<file path="src/hdl/cbe_pkg.sv">
// ----------------------------------------------------------------------------
// cbe_pkg
// Shared types and constants for the Chebyshev basis evaluator.
// ----------------------------------------------------------------------------
package cbe_pkg;

    // field widths
    localparam int ArgW     = 32;
    localparam int ValW     = 32;
    localparam int DerW     = 48;
    localparam int SlopeW   = 42;
    localparam int IdxW     = 5;
    localparam int ScaleW   = 31;
    localparam int MulW     = 33;
    localparam int ProdW    = 2 * MulW;
    localparam int SumW     = 76;
    localparam int TwW      = 46;
    localparam int CfgAddrW = 2;
    localparam int CfgDataW = 32;

    // register indexes
    localparam logic [CfgAddrW-1:0] CFG_ORDER  = 2'd0;
    localparam logic [CfgAddrW-1:0] CFG_CENTER = 2'd1;
    localparam logic [CfgAddrW-1:0] CFG_SCALE  = 2'd2;

    // reset values
    localparam logic [IdxW-1:0]   ORDER_RST  = 5'd8;
    localparam logic [ScaleW-1:0] SCALE_RST  = 31'd65536;

    // 1.0 in Q2.30
    localparam logic signed [ValW-1:0] ONE_Q30 = 32'sh4000_0000;

    typedef struct packed {
        logic [IdxW-1:0]          order;
        logic signed [ArgW-1:0]   center;
        logic [ScaleW-1:0]        scale;
    } cfg_t;

    typedef enum logic [3:0] {
        ST_IDLE,
        ST_MAP_MUL,
        ST_MAP_FIN,
        ST_STEP,
        ST_REC_T,
        ST_REC_SLO,
        ST_REC_SHI,
        ST_REC_SUM,
        ST_DER_LO,
        ST_DER_HI,
        ST_DER_FIN,
        ST_EMIT
    } seq_state_t;

endpackage

</file>
<file path="src/hdl/cbe_intf.sv">
// ----------------------------------------------------------------------------
// cbe_intf
// Request channels of the Chebyshev basis evaluator: sample, result, config.
// ----------------------------------------------------------------------------
interface cbe_in_if;
    import cbe_pkg::*;

    logic                   valid;
    logic                   ready;
    logic signed [ArgW-1:0] arg;

    modport source (output valid, output arg, input ready);
    modport sink   (input valid, input arg, output ready);
endinterface

interface cbe_out_if;
    import cbe_pkg::*;

    logic                   valid;
    logic                   ready;
    logic [IdxW-1:0]        index;
    logic signed [ValW-1:0] value;
    logic signed [DerW-1:0] deriv;
    logic signed [ValW-1:0] arg_mapped;
    logic                   in_range;
    logic                   last;

    modport source (output valid, output index, output value, output deriv,
                    output arg_mapped, output in_range, output last,
                    input ready);
    modport sink   (input valid, input index, input value, input deriv,
                    input arg_mapped, input in_range, input last,
                    output ready);
endinterface

interface cbe_cfg_if;
    import cbe_pkg::*;

    logic                valid;
    logic                ready;
    logic [CfgAddrW-1:0] addr;
    logic [CfgDataW-1:0] data;

    modport source (output valid, output addr, output data, input ready);
    modport sink   (input valid, input addr, input data, output ready);
endinterface

</file>
<file path="src/hdl/cbe_mul.sv">
// ----------------------------------------------------------------------------
// cbe_mul
// Shared signed multiplier with a registered product.
// ----------------------------------------------------------------------------
module cbe_mul (
    input  logic                            clk,
    input  logic signed [cbe_pkg::MulW-1:0] a,
    input  logic signed [cbe_pkg::MulW-1:0] b,
    output logic signed [cbe_pkg::ProdW-1:0] prod
);
    import cbe_pkg::*;

    logic signed [ProdW-1:0] prod_reg;
    logic signed [ProdW-1:0] prod_next;

    // full-width product
    always_comb
    begin
        prod_next = ProdW'(a) * ProdW'(b);
    end

    always_ff @(posedge clk)
    begin
        prod_reg <= prod_next;
    end

    assign prod = prod_reg;

endmodule

</file>
<file path="src/hdl/cbe_cfg_regs.sv">
// ----------------------------------------------------------------------------
// cbe_cfg_regs
// Configuration registers: order, interval centre and interval scale.
// ----------------------------------------------------------------------------
module cbe_cfg_regs #(
    parameter int MAX_ORDER = 31
) (
    input  logic          clk,
    input  logic          rst_n,
    cbe_cfg_if.sink       cfg,
    output cbe_pkg::cfg_t regs
);
    import cbe_pkg::*;

    localparam logic [IdxW:0] MaxOrd = (IdxW+1)'(MAX_ORDER);

    logic [IdxW-1:0]        order_reg, order_next;
    logic signed [ArgW-1:0] center_reg, center_next;
    logic [ScaleW-1:0]      scale_reg, scale_next;

    assign cfg.ready = 1'b1;

    // write decode; unknown indexes are dropped
    always_comb
    begin
        order_next  = order_reg;
        center_next = center_reg;
        scale_next  = scale_reg;
        if (cfg.valid)
        begin
            priority if (cfg.addr == CFG_ORDER)
                order_next = cfg.data[IdxW-1:0];
            else if (cfg.addr == CFG_CENTER)
                center_next = signed'(cfg.data[ArgW-1:0]);
            else if (cfg.addr == CFG_SCALE)
                scale_next = cfg.data[ScaleW-1:0];
        end
    end

    always_ff @(posedge clk or negedge rst_n)
    begin
        if (!rst_n)
        begin
            order_reg  <= ORDER_RST;
            center_reg <= '0;
            scale_reg  <= SCALE_RST;
        end
        else
        begin
            order_reg  <= order_next;
            center_reg <= center_next;
            scale_reg  <= scale_next;
        end
    end

    // order limited to the supported maximum
    always_comb
    begin
        regs.order  = ({1'b0, order_reg} > MaxOrd) ? MaxOrd[IdxW-1:0] : order_reg;
        regs.center = center_reg;
        regs.scale  = scale_reg;
    end

endmodule

</file>
<file path="src/hdl/cbe_seq.sv">
// ----------------------------------------------------------------------------
// cbe_seq
// Sequencer and datapath: maps the sample, runs the recurrence over the
// shared multiplier and holds the result register.
// ----------------------------------------------------------------------------
module cbe_seq (
    input  logic                             clk,
    input  logic                             rst_n,
    input  cbe_pkg::cfg_t                    regs,
    cbe_in_if.sink                           sample,
    cbe_out_if.source                        result,
    output logic signed [cbe_pkg::MulW-1:0]  mul_a,
    output logic signed [cbe_pkg::MulW-1:0]  mul_b,
    input  logic signed [cbe_pkg::ProdW-1:0] prod
);
    import cbe_pkg::*;

    localparam int LoW = 30;
    localparam int SsW = SlopeW + 5;

    localparam logic signed [ProdW-1:0] MapLim  = ProdW'(64'sh1_0000_0000);
    localparam logic signed [ProdW-1:0] OneWide = ProdW'(ONE_Q30);
    localparam logic signed [SsW-1:0]   SMax    = SsW'(64'sh1FF_FFFF_FFFF);
    localparam logic signed [SsW-1:0]   SMin    = -SsW'(64'sh200_0000_0000);
    localparam logic signed [SumW-1:0]  DMax    = SumW'(64'sh7FFF_FFFF_FFFF);
    localparam logic signed [SumW-1:0]  DMin    = -SumW'(64'sh8000_0000_0000);
    localparam logic signed [SumW-1:0]  RndRec  = SumW'(64'sh1000_0000);
    localparam logic signed [SumW-1:0]  RndDer  = SumW'(64'sh8000);

    seq_state_t state_reg, state_next;
    logic [IdxW-1:0] k_reg, k_next;
    logic            out_valid_reg, out_valid_next;

    logic signed [MulW-1:0]   diff_reg, diff_next;
    logic signed [ValW-1:0]   x_reg, x_next;
    logic                     inside_reg, inside_next;
    logic signed [ValW-1:0]   vp_reg, vp_next, vp2_reg, vp2_next;
    logic signed [SlopeW-1:0] sp_reg, sp_next, sp2_reg, sp2_next;
    logic signed [ValW-1:0]   t_reg, t_next;
    logic signed [SlopeW-1:0] s_reg, s_next;
    logic signed [ProdW-1:0]  acc_reg, acc_next;
    logic signed [TwW-1:0]    tw_reg, tw_next;
    logic signed [DerW-1:0]   der_reg, der_next;

    logic [IdxW-1:0]        o_index_reg, o_index_next;
    logic signed [ValW-1:0] o_value_reg, o_value_next;
    logic signed [DerW-1:0] o_deriv_reg, o_deriv_next;
    logic signed [ValW-1:0] o_mapped_reg, o_mapped_next;
    logic                   o_inside_reg, o_inside_next;
    logic                   o_last_reg, o_last_next;

    logic signed [ProdW-1:0] map_rnd, rec_tq, rec_tt;
    logic signed [SumW-1:0]  wide_sum, der_full;
    logic signed [SsW-1:0]   s_sum;
    logic                    slot_free;

    assign sample.ready = (state_reg == ST_IDLE);
    assign slot_free    = !out_valid_reg || result.ready;

    // arithmetic around the shared multiplier
    always_comb
    begin
        map_rnd  = prod + ProdW'(2);
        rec_tq   = (prod + ProdW'(64'sh1000_0000)) >>> 29;
        rec_tt   = rec_tq - ProdW'(vp2_reg);
        if (state_reg == ST_DER_FIN)
            wide_sum = (SumW'(prod) <<< LoW) + SumW'(acc_reg) + RndDer;
        else
            wide_sum = (SumW'(prod) <<< LoW) + SumW'(acc_reg) + RndRec;
        der_full = wide_sum >>> 16;
        s_sum    = (SsW'(vp_reg) <<< 1) + SsW'(tw_reg) - SsW'(sp2_reg);
    end

    // next state, multiplier operands and datapath
    always_comb
    begin
        state_next     = state_reg;
        k_next         = k_reg;
        out_valid_next = out_valid_reg;
        diff_next      = diff_reg;
        x_next         = x_reg;
        inside_next    = inside_reg;
        vp_next        = vp_reg;
        vp2_next       = vp2_reg;
        sp_next        = sp_reg;
        sp2_next       = sp2_reg;
        t_next         = t_reg;
        s_next         = s_reg;
        acc_next       = acc_reg;
        tw_next        = tw_reg;
        der_next       = der_reg;
        o_index_next   = o_index_reg;
        o_value_next   = o_value_reg;
        o_deriv_next   = o_deriv_reg;
        o_mapped_next  = o_mapped_reg;
        o_inside_next  = o_inside_reg;
        o_last_next    = o_last_reg;
        mul_a          = MulW'(x_reg);
        mul_b          = MulW'(vp_reg);

        if (result.valid && result.ready)
            out_valid_next = 1'b0;

        unique case (state_reg)
            ST_IDLE:
            begin
                if (sample.valid)
                begin
                    diff_next  = MulW'(sample.arg) - MulW'(regs.center);
                    state_next = ST_MAP_MUL;
                end
            end
            ST_MAP_MUL:
            begin
                mul_a      = diff_reg;
                mul_b      = {2'b00, regs.scale};
                state_next = ST_MAP_FIN;
            end
            ST_MAP_FIN:
            begin
                // clamp onto [-1,1]; exactly one counts as inside
                if (prod > MapLim)
                begin
                    x_next      = ONE_Q30;
                    inside_next = 1'b0;
                end
                else if (prod < -MapLim)
                begin
                    x_next      = -ONE_Q30;
                    inside_next = 1'b0;
                end
                else
                begin
                    x_next      = map_rnd[ValW+1:2];
                    inside_next = 1'b1;
                end
                k_next     = '0;
                state_next = ST_STEP;
            end
            ST_STEP:
            begin
                if (k_reg == IdxW'(0))
                begin
                    t_next     = ONE_Q30;
                    s_next     = '0;
                    state_next = ST_DER_LO;
                end
                else if (k_reg == IdxW'(1))
                begin
                    t_next     = x_reg;
                    s_next     = SlopeW'(ONE_Q30);
                    state_next = ST_DER_LO;
                end
                else
                begin
                    state_next = ST_REC_T;
                end
            end
            ST_REC_T:
            begin
                // T(k) = round(2x*T(k-1)) - T(k-2), saturated to [-1,1]
                if (rec_tt > OneWide)
                    t_next = ONE_Q30;
                else if (rec_tt < -OneWide)
                    t_next = -ONE_Q30;
                else
                    t_next = rec_tt[ValW-1:0];
                mul_b      = {3'b000, sp_reg[LoW-1:0]};
                state_next = ST_REC_SLO;
            end
            ST_REC_SLO:
            begin
                acc_next   = prod;
                mul_b      = MulW'($signed(sp_reg[SlopeW-1:LoW]));
                state_next = ST_REC_SHI;
            end
            ST_REC_SHI:
            begin
                // round(2x*S(k-1)) from the two partial products
                tw_next    = wide_sum[TwW+28:29];
                state_next = ST_REC_SUM;
            end
            ST_REC_SUM:
            begin
                if (s_sum > SMax)
                    s_next = SMax[SlopeW-1:0];
                else if (s_sum < SMin)
                    s_next = SMin[SlopeW-1:0];
                else
                    s_next = s_sum[SlopeW-1:0];
                state_next = ST_DER_LO;
            end
            ST_DER_LO:
            begin
                mul_a      = {3'b000, s_reg[LoW-1:0]};
                mul_b      = {2'b00, regs.scale};
                state_next = ST_DER_HI;
            end
            ST_DER_HI:
            begin
                acc_next   = prod;
                mul_a      = MulW'($signed(s_reg[SlopeW-1:LoW]));
                mul_b      = {2'b00, regs.scale};
                state_next = ST_DER_FIN;
            end
            ST_DER_FIN:
            begin
                // slope times scale, Q.46 rounded to Q.30, saturated
                if (der_full > DMax)
                    der_next = DMax[DerW-1:0];
                else if (der_full < DMin)
                    der_next = DMin[DerW-1:0];
                else
                    der_next = der_full[DerW-1:0];
                state_next = ST_EMIT;
            end
            ST_EMIT:
            begin
                if (slot_free)
                begin
                    out_valid_next = 1'b1;
                    o_index_next   = k_reg;
                    o_value_next   = t_reg;
                    o_deriv_next   = inside_reg ? der_reg : '0;
                    o_mapped_next  = x_reg;
                    o_inside_next  = inside_reg;
                    o_last_next    = (k_reg == regs.order);
                    vp2_next       = vp_reg;
                    vp_next        = t_reg;
                    sp2_next       = sp_reg;
                    sp_next        = s_reg;
                    if (k_reg == regs.order)
                    begin
                        state_next = ST_IDLE;
                    end
                    else
                    begin
                        k_next     = k_reg + IdxW'(1);
                        state_next = ST_STEP;
                    end
                end
            end
            default:
            begin
                state_next = ST_IDLE;
            end
        endcase
    end

    // control state
    always_ff @(posedge clk or negedge rst_n)
    begin
        if (!rst_n)
        begin
            state_reg     <= ST_IDLE;
            k_reg         <= '0;
            out_valid_reg <= 1'b0;
        end
        else
        begin
            state_reg     <= state_next;
            k_reg         <= k_next;
            out_valid_reg <= out_valid_next;
        end
    end

    // datapath and result payload
    always_ff @(posedge clk)
    begin
        diff_reg     <= diff_next;
        x_reg        <= x_next;
        inside_reg   <= inside_next;
        vp_reg       <= vp_next;
        vp2_reg      <= vp2_next;
        sp_reg       <= sp_next;
        sp2_reg      <= sp2_next;
        t_reg        <= t_next;
        s_reg        <= s_next;
        acc_reg      <= acc_next;
        tw_reg       <= tw_next;
        der_reg      <= der_next;
        o_index_reg  <= o_index_next;
        o_value_reg  <= o_value_next;
        o_deriv_reg  <= o_deriv_next;
        o_mapped_reg <= o_mapped_next;
        o_inside_reg <= o_inside_next;
        o_last_reg   <= o_last_next;
    end

    assign result.valid      = out_valid_reg;
    assign result.index      = o_index_reg;
    assign result.value      = o_value_reg;
    assign result.deriv      = o_deriv_reg;
    assign result.arg_mapped = o_mapped_reg;
    assign result.in_range   = o_inside_reg;
    assign result.last       = o_last_reg;

endmodule

</file>
<file path="src/hdl/chebyshev_basis_eval.sv">
// Chebyshev basis evaluator: each sample request is mapped onto [-1,1] as
// (arg - centre) * scale, clamped, and then T0..T_order are produced one
// result per degree, each with the derivative with respect to arg. All
// arithmetic runs through one 33x33 multiplier with a registered product,
// driven by a small sequencer; the sample channel is not ready while a
// sample is in work. A sample is first mapped (accept, multiply, clamp);
// each result then runs the recurrence steps for T and its slope (skipped
// for degrees 0 and 1), scales the slope in two multiplier passes, and
// waits in the emit state until the result register is free. The result
// register lets the next sample be taken while the last result still
// waits.

// ----------------------------------------------------------------------------
// chebyshev_basis_eval
// Top level: configuration registers, sequencer and shared multiplier.
// ----------------------------------------------------------------------------
module chebyshev_basis_eval #(
    parameter int MAX_ORDER = 31
) (
    input  logic    clk,
    input  logic    rst_n,
    cbe_in_if.sink  sample,
    cbe_out_if.source result,
    cbe_cfg_if.sink cfg
);
    import cbe_pkg::*;

    cfg_t                   regs;
    logic signed [MulW-1:0]  mul_a;
    logic signed [MulW-1:0]  mul_b;
    logic signed [ProdW-1:0] prod;

    // configuration registers
    cbe_cfg_regs #(
        .MAX_ORDER (MAX_ORDER)
    ) u_cfg (
        .clk   (clk),
        .rst_n (rst_n),
        .cfg   (cfg),
        .regs  (regs)
    );

    // shared multiplier
    cbe_mul u_mul (
        .clk  (clk),
        .a    (mul_a),
        .b    (mul_b),
        .prod (prod)
    );

    // sequencer and datapath
    cbe_seq u_seq (
        .clk    (clk),
        .rst_n  (rst_n),
        .regs   (regs),
        .sample (sample),
        .result (result),
        .mul_a  (mul_a),
        .mul_b  (mul_b),
        .prod   (prod)
    );

    // checks
    a_busy_after_accept: assert property (@(posedge clk) disable iff (!rst_n)
        sample.valid && sample.ready |=> !sample.ready)
        else $error("sample taken while a sample is in work");

    a_clamped_no_deriv: assert property (@(posedge clk) disable iff (!rst_n)
        result.valid && !result.in_range |-> result.deriv == '0)
        else $error("derivative not cleared for a clamped sample");

    a_t0_is_one: assert property (@(posedge clk) disable iff (!rst_n)
        result.valid && result.index == '0 |-> result.value == ONE_Q30)
        else $error("degree zero result is not one");

    a_last_at_order: assert property (@(posedge clk) disable iff (!rst_n)
        result.valid && result.last |-> result.index == regs.order)
        else $error("last flag on a degree other than the order");

endmodule
</file>
<file path="src/flat_wrapper.sv">
// flat-port wrapper written by rule: the top's interface ports become plain ports
module chebyshev_basis_eval_flat import cbe_pkg::*;
#(
    parameter int MAX_ORDER = 31
)
  (clk, rst_n, sample_valid, sample_arg, sample_ready, result_valid, result_index, result_value, result_deriv, result_arg_mapped, result_in_range, result_last, result_ready, cfg_valid, cfg_addr, cfg_data, cfg_ready);
  cbe_in_if sample_i ();
  cbe_out_if result_i ();
  cbe_cfg_if cfg_i ();
  input  logic clk;
  input  logic rst_n;
  input wire logic [$bits(sample_i.valid)-1:0] sample_valid;
  input wire logic [$bits(sample_i.arg)-1:0] sample_arg;
  output wire logic [$bits(sample_i.ready)-1:0] sample_ready;
  output wire logic [$bits(result_i.valid)-1:0] result_valid;
  output wire logic [$bits(result_i.index)-1:0] result_index;
  output wire logic [$bits(result_i.value)-1:0] result_value;
  output wire logic [$bits(result_i.deriv)-1:0] result_deriv;
  output wire logic [$bits(result_i.arg_mapped)-1:0] result_arg_mapped;
  output wire logic [$bits(result_i.in_range)-1:0] result_in_range;
  output wire logic [$bits(result_i.last)-1:0] result_last;
  input wire logic [$bits(result_i.ready)-1:0] result_ready;
  input wire logic [$bits(cfg_i.valid)-1:0] cfg_valid;
  input wire logic [$bits(cfg_i.addr)-1:0] cfg_addr;
  input wire logic [$bits(cfg_i.data)-1:0] cfg_data;
  output wire logic [$bits(cfg_i.ready)-1:0] cfg_ready;
  assign sample_i.valid = sample_valid;
  assign sample_i.arg = sample_arg;
  assign sample_ready = sample_i.ready;
  assign result_valid = result_i.valid;
  assign result_index = result_i.index;
  assign result_value = result_i.value;
  assign result_deriv = result_i.deriv;
  assign result_arg_mapped = result_i.arg_mapped;
  assign result_in_range = result_i.in_range;
  assign result_last = result_i.last;
  assign result_i.ready = result_ready;
  assign cfg_i.valid = cfg_valid;
  assign cfg_i.addr = cfg_addr;
  assign cfg_i.data = cfg_data;
  assign cfg_ready = cfg_i.ready;
  chebyshev_basis_eval #(.MAX_ORDER(MAX_ORDER)) u_core (.clk(clk), .rst_n(rst_n), .sample(sample_i), .result(result_i), .cfg(cfg_i));
endmodule
</file>
<file path="config.mk">
export PLATFORM = sky130hd
export DESIGN_NAME = chebyshev_basis_eval_flat
export DESIGN_NICKNAME = d
export VERILOG_FILES = /design/src/hdl/cbe_pkg.sv /design/src/hdl/cbe_intf.sv /design/src/hdl/cbe_mul.sv /design/src/hdl/cbe_cfg_regs.sv /design/src/hdl/cbe_seq.sv /design/src/hdl/chebyshev_basis_eval.sv /design/src/flat_wrapper.sv
export SDC_FILE = /design/constraint.sdc
export NUM_CORES = 2
export LEC_CHECK = 0
export BUFFER_PORTS_ARGS = -buffer_cell sky130_fd_sc_hd__clkbuf_2
export CAP_MARGIN = 10
export CORE_ASPECT_RATIO = 0.7
export CORE_UTILIZATION = 40
export DETAILED_ROUTE_END_ITERATION = 7
export PLACE_DENSITY = 0.6
export SLEW_MARGIN = 20
export SYNTH_ARGS = -nofsm -noshare
export SYNTH_HDL_FRONTEND = slang
export SYNTH_SLANG_ARGS = --single-unit
</file>
<file path="constraint.sdc">
create_clock -name clk -period 14 [get_ports clk]
set_input_delay 2.8 -clock clk [delete_from_list [all_inputs] [get_ports clk]]
set_output_delay 2.8 -clock clk [all_outputs]
set_load 0.02 [all_outputs]
</file>
Word level (Yosys, flattened, before mapping)
Index checks and enable logic that the tools add are counted.

Bits in registers: 679. Bits in latches: 0. RAM bits: 0. ROM bits: 0. Bits of input ports: 71. Output and inout bits: 122. Logic and storage cells: 114. Memories kept: 0.

$add $sub $neg: 10. Multiply operators: 1. Divide/modulo/power cells: 0. $lt $le $gt $ge: 8. Eq/ne operators: 19. Shift-type cells: 0. Mux-type cells: 28. Bitwise operators: 2. Reduce and logical (&&, ||, !) cells: 21.

Operators with widths (count): 33-bit case mux with 3 select lines (2); 42-bit two-way mux (4); 32-bit two-way mux (5); 42-bit case mux with 2 select lines (1); 76-bit by 17-bit adder with 76-bit output, second input constant (1); 76-bit by 30-bit adder with 76-bit output, second input constant (1); 76-bit by 66-bit adder with 76-bit output (1); 76-bit two-way mux (1); 66-bit by 30-bit adder with 66-bit output, second input constant (1); 66-bit by 34-bit greater-than comparator with 1-bit output, second input constant (1); 66-bit by 33-bit < comparator with 1-bit output, second input constant (1); 33-bit by 33-bit multiplier with 66-bit output (1); 32-bit case mux with 2 select lines (1); 60-bit by 48-bit greater-than comparator with 1-bit output, second input constant (1); 60-bit by 48-bit < comparator with 1-bit output, second input constant (1); 48-bit two-way mux (1); 4-bit case mux with 12 select lines (1); 33-bit by 46-bit adder with 47-bit output (1); 47-bit by 42-bit greater-than comparator with 1-bit output, second input constant (1); 47-bit by 42-bit < comparator with 1-bit output, second input constant (1); 47-bit by 42-bit subtractor with 47-bit output (1); 38-bit by 32-bit greater-than comparator with 1-bit output, second input constant (1); 38-bit by 31-bit < comparator with 1-bit output, second input constant (1); 37-bit by 32-bit subtractor with 38-bit output (1); other kinds (31) (57).

Depth between registers and ports, before layout
Depth after elaboration: 6. Depth in mapped cells: 41. Depth with buffers taken out: 37.

Cells and area by module
A second synthesis with hierarchy kept.

Cell total of the unflattened synthesis: 7363. Area total of the unflattened synthesis: 74765.5 µm².

Modules (own cells, without submodules): cbe_mul (instances 1, cells each 4276, area an instance 40211.1 µm², seq. area each 1321.3 µm²); cbe_seq (instances 1, cells each 2940, area an instance 31808.0 µm², seq. area each 15865.2 µm²); cbe_cfg_regs (instances 1, cells each 147, area an instance 2746.4 µm², seq. area each 1704.1 µm²).

Least setup slack after synthesis
No wires, ideal clock.

Kind: input to register. Start: input result_ready. End: register u_core.u_seq.k_reg[2]. Setup time: 254 ps. Arrival time: 13724 ps. Data required time: 13746 ps. Slack: 22 ps. Cell stages on the path: 5. Cell sequence: nor2b_1 -> nor2_1 -> nand3_1 -> xor2_1 -> nor2_1.

Word-level cells in the longest chain between the ends: 3.

Ends and longest elaborated chain: from (decl) (RTL line flat_wrapper.sv:22) `input wire logic [$bits(result_i.ready)-1:0] result_ready;`; 1-bit logical OR (RTL line cbe_seq.sv:58) `assign slot_free = !out_valid_reg || result.ready;`; 2-bit inequality test (no line); 3-bit AND reduction (no line); to (signal assigned) (RTL line cbe_seq.sv:262) `k_reg <= k_next;`; to (decl) (RTL line cbe_seq.sv:31) `logic [IdxW-1:0] k_reg, k_next;`.

No other way between the ends. A chain may end at the register's enable or synchronous reset.

Worst setup path after layout
Start: register u_core.u_seq.state_reg[3]. End: register u_core.u_mul.prod_reg[64], in the netlist u_core.u_mul.prod[64].

Word-level cells in the longest chain between the ends: 4. Elaborated cells between the ends (all ways): 9.

Ends and longest elaborated chain: from (decl) (RTL line cbe_seq.sv:30) `seq_state_t state_reg, state_next;`; from (signal assigned) (RTL line cbe_seq.sv:261) `state_reg <= state_next;`; 4-bit == test / 4-bit by 1-bit == test with 1-bit output (equally long branches) (RTL line cbe_seq.sv:104) `unique case (state_reg)`; 3-bit OR reduction (no line); 33-bit case mux with 3 select lines (RTL line cbe_seq.sv:104); 33-bit by 33-bit multiplier with 66-bit output * (RTL line cbe_mul.sv:19) `prod_next = ProdW'(a) * ProdW'(b);`; named net u_core.u_mul.prod_next[64] (RTL line cbe_mul.sv:14) `logic signed [ProdW-1:0] prod_next;`; to (signal assigned) (RTL line cbe_mul.sv:24) `prod_reg <= prod_next;`; to (decl) (RTL line cbe_mul.sv:13) `logic signed [ProdW-1:0] prod_reg;`.

Mark *: on every way through the listed nets, which the timed path passes. The rest lies on a longest branch.

==> results.py <==
metrics = {
    "status": {
        "status": "finished clean",
    },
    "synth": {
        "ys_seq_area_share_pct": 25.7,
        "syn_nets": 9082,
        "synth-edff-count": 520,
        "synth_top_cell_area_share_pct": 32.5,
        "synth_ff_type": "edfxtp_1",
        "postSynthCellCount": 7432,
        "synth_area_mm2": 0.0735,
        "ys_types": 96,
        "async_flop_share_pct": 11.7,
        "synth_area_leaders": "fa_1 (33%), edfxtp_1 (21%), inv_1 (8.0%), ha_1 (6.6%), nor2_1 (4.3%)",
        "synth_top_family_by_area": "adder cells",
        "ys_warn_count": 0,
        "synth_simple_gate_area_share_pct": 12.2,
        "synth_largest_area_cell": "fa_1",
        "ys_seq_elements": 664,
        "postSynthAreaPerCell_um2": 9.89,
        "synth_compound_area_share_pct": 8.46,
        "synth_mux_area_share_pct": 1.10,
        "synthXorXnorAreaFrac_pct": 3.94,
        "synth_fa_ha_area_share_pct": 39.1,
    },
    "global_routing": {
        "busiest_layer": "met1",
        "antenna_found_initial": 21,
        "grt_max_degree": 124,
        "grt_pass1_wl_mm": 392,
        "grt_use_total_pct": 29.3,
        "use_met2_pct": 38.9,
        "grt_use_met3_pct": 10.7,
        "grt_overflow": 0,
        "grt_pass1_vias": 55795,
        "grt_use_met1_pct": 43.6,
    },
    "clocking": {
        "htreeDepth": 3,
        "cts_made_buffers": 73,
        "clock-root-buffer": "clkbuf_16",
        "clockBufferDepth": 3,
        "cts.sinks": 664,
        "cts_resized": 0,
        "ctsHoldBuffers": 0,
        "cts_tree": "done",
        "cts.clk_slew.worst_paths_ns": 0.07,
        "clk_latency_ns": 0.70,
        "cts_setup_buffers": 0,
    },
    "detailed_routing": {
        "drc_errors": 0,
        "viasPerCell": 5.56,
        "num_vias": 56178,
        "wire_per_inst_um": 26.6,
        "dr.pass1.iters": 8,
        "routed_wl_mm": 269,
        "drt_iter0_markers": 6591,
        "route.antenna.remaining_nets": 0,
    },
    "critical_path": {
        "cp.arrival_ns": 13.04,
        "slowest_delay_ns": 0.93,
        "cp.required_ns": 14.56,
        "rrSetupSlack_ns": 1.52,
        "worstSetupStartpoint": "u_core.u_seq.state_reg[3]$_DFFE_PN0P_",
        "cp-end-kind": "flop",
        "cp_slowest_cell": "o21a_1",
        "crit_path_max_fanout": 19,
        "start_kind": "flop",
        "cp_common_cell": "fa_1",
        "r2r-start": "u_core.u_seq.state_reg[3]$_DFFE_PN0P_",
        "critPathBufInv": 5,
        "r2r_end": "u_core.u_mul.prod[64]$_DFF_P_",
        "cpLargestDelayFamily": "compound AO/OA/AOI/OAI gates",
        "reg2reg_depth": 34,
        "worstSetupPathType": "flop to flop",
    },
    "worst_hold_path": {
        "hp-start": "u_core.u_seq.t_reg[5]$_DFFE_PP_",
        "hold_end": "u_core.u_seq.result.value[5]$_DFFE_PP_",
        "hp-class": "flop to flop",
        "worst_hold_path.num_cells": 0,
    },
    "finish": {
        "multiInputGateArea_mm2": 0.0480,
        "fillCellCount": 17410,
        "nNetsFinal": 9231,
        "syn_to_final_growth_pct": 9.75,
        "largest_register_ffs": 66,
        "drive_gt1_share_pct": 8.99,
        "seq_area_mm2": 0.0189,
    },
    "sta": {
        "report.final.setup_viol": 0,
        "maxSlewHeadroom_pct": 9.69,
        "rsz0062_at_grt": "no",
        "worst_pin_slew_ns": 1.34,
        "finalCritPeriodShare_pct": 89.1,
        "hold_viol": 0,
        "max_clock_freq_ghz": 0.0802,
        "slew_viol_final": 0,
        "skew_ns": 0.0636,
        "final.min_clock_period_ns": 12.48,
        "setup_tns_ns": 0,
    },
    "placed_design": {
        "io_buffer_count": 191,
        "gp_congestion": 1.02,
        "place_hpwl_mm": 214,
    },
    "floorplanning": {
        "coreArea_mm2": 0.182,
        "initial_core_util_pct": 40.3,
        "ios": 193,
        "die-area_mm2": 0.186,
        "fp.dieH_um": 361,
        "die_x_um": 514,
        "fp-row-count": 131,
    },
    "flow_run": {
        "max_cap_viol_count": 0,
    },
}
==> final cells by class <==
cell class                      instances  share of cell area (%)
Antenna cell                            6                  0.0186
Clock buffer                          105                    2.64
Clock inverter                         31                   0.563
Inverter                             1561                    7.26
Multi-Input combinational cell       4926                    59.5
Sequential cell                       664                    23.4
Tap cell                             2460                    3.82
Timing Repair Buffer                  355                    2.75
==> how the worst max path moves through the flow <==
stage | endpoint | slack, ns | depth (start not counted)
global route | u_core.u_mul.prod[62]$_DFF_P_ | 0.91 | 34
global placement | u_core.u_mul.prod[64]$_DFF_P_ | 2.03 | 31
floorplan | u_core.u_seq.k_reg[2]$_DFFE_PN0P_ | 0.02 | 5
detailed placement | u_core.u_mul.prod[64]$_DFF_P_ | 2.02 | 34
finish | u_core.u_mul.prod[64]$_DFF_P_ | 1.52 | 34
CTS | u_core.u_mul.prod[64]$_DFF_P_ | 1.94 | 34
==> metal layers <==
| metal | vias up | share of wire [%] |
|---|---|---|
| met5 | - | 0.023 |
| met4 | 10 | 3.5 |
| met3 | 478 | 14 |
| met2 | 3417 | 39 |
| met1 | 28560 | 43 |
| li1 | 23713 | - |
==> cell families after synthesis <==
family,after synthesis
and+or+nand+nor,2016
buffers and inverters,1842
adders and majority gates,1579
AOI/OAI and AO/OA,927
DFF,664
xor gates and xnor gates,331
muxes,72
other,1
==> metrics by stage <==
stage | utilization (%) | instances | setup slack (ns) | hold WS, ns | instance area, um^2
after floorplan | - | 7432 | 0.0222 | 0.400 | 73500
after global placement | 42.8 | 9964 | 2.03 | 0.401 | 78000
after detailed placement | 42.8 | 9965 | 2.02 | 0.405 | 78000
after CTS | 44.2 | 10101 | 1.94 | 0.376 | 80600
after global routing | 44.2 | 10102 | 0.912 | 0.382 | 80700
final | 44.2 | 10108 | 1.52 | 0.384 | 80700
==> cell usage after synthesis (69+ instances only) <==
| master | count |
|---|---|
| edfxtp_1 | 520 |
| ha_1 | 385 |
| xnor2_1 | 198 |
| a21oi_1 | 202 |
| fa_1 | 1194 |
| dfrtp_1 | 76 |
| mux2_2 | 69 |
| and2_1 | 89 |
| nor2_1 | 845 |
| nand2_1 | 603 |
| nand3_1 | 97 |
| a21o_1 | 116 |
| clkbuf_1 | 253 |
| xor2_1 | 133 |
| o21ai_0 | 190 |
| inv_1 | 1560 |
==> layout by cell type (no fill, tap or decap), drive strengths merged, types with 13 or more instances in the layout <==
cell type and instances:
ha 385, xnor2 198, clkinv 18, a211o 13, nand3 97, nand2b 67
nor2b 33, a31oi 27, o21bai 31, a21oi 203, or3 17, and4 22
nor3 58, or2 20, and2 90, mux2 69, dfrtp 76, clkbuf 295
nor4 30, xor2 133, edfxtp 520, a221o 36, fa 1194, and3 42
dfxtp 66, a22o 33, o211ai 15, nor2 845, a21o 116, buf 165
a22oi 24, inv 1563, a21boi 26, o31ai 17, a211oi 21, nand2 603
o21ai 245, o21a 50, nand4 56
==> worst register-to-register path, delay by kind of cell, from the launching register on <==
kind | cells | cell delay, ns
buffers and inverters | 5 | 0.28
AND/OR/NAND/NOR | 7 | 2.72
adder cells (fa/ha/maj) | 9 | 4.07
flip-flops | 1 | 0.82
AO/OA/AOI/OAI | 13 | 4.48
Power is not shown: default switching activity piles up to over one toggle a cycle in this logic, so the estimate is an artifact.
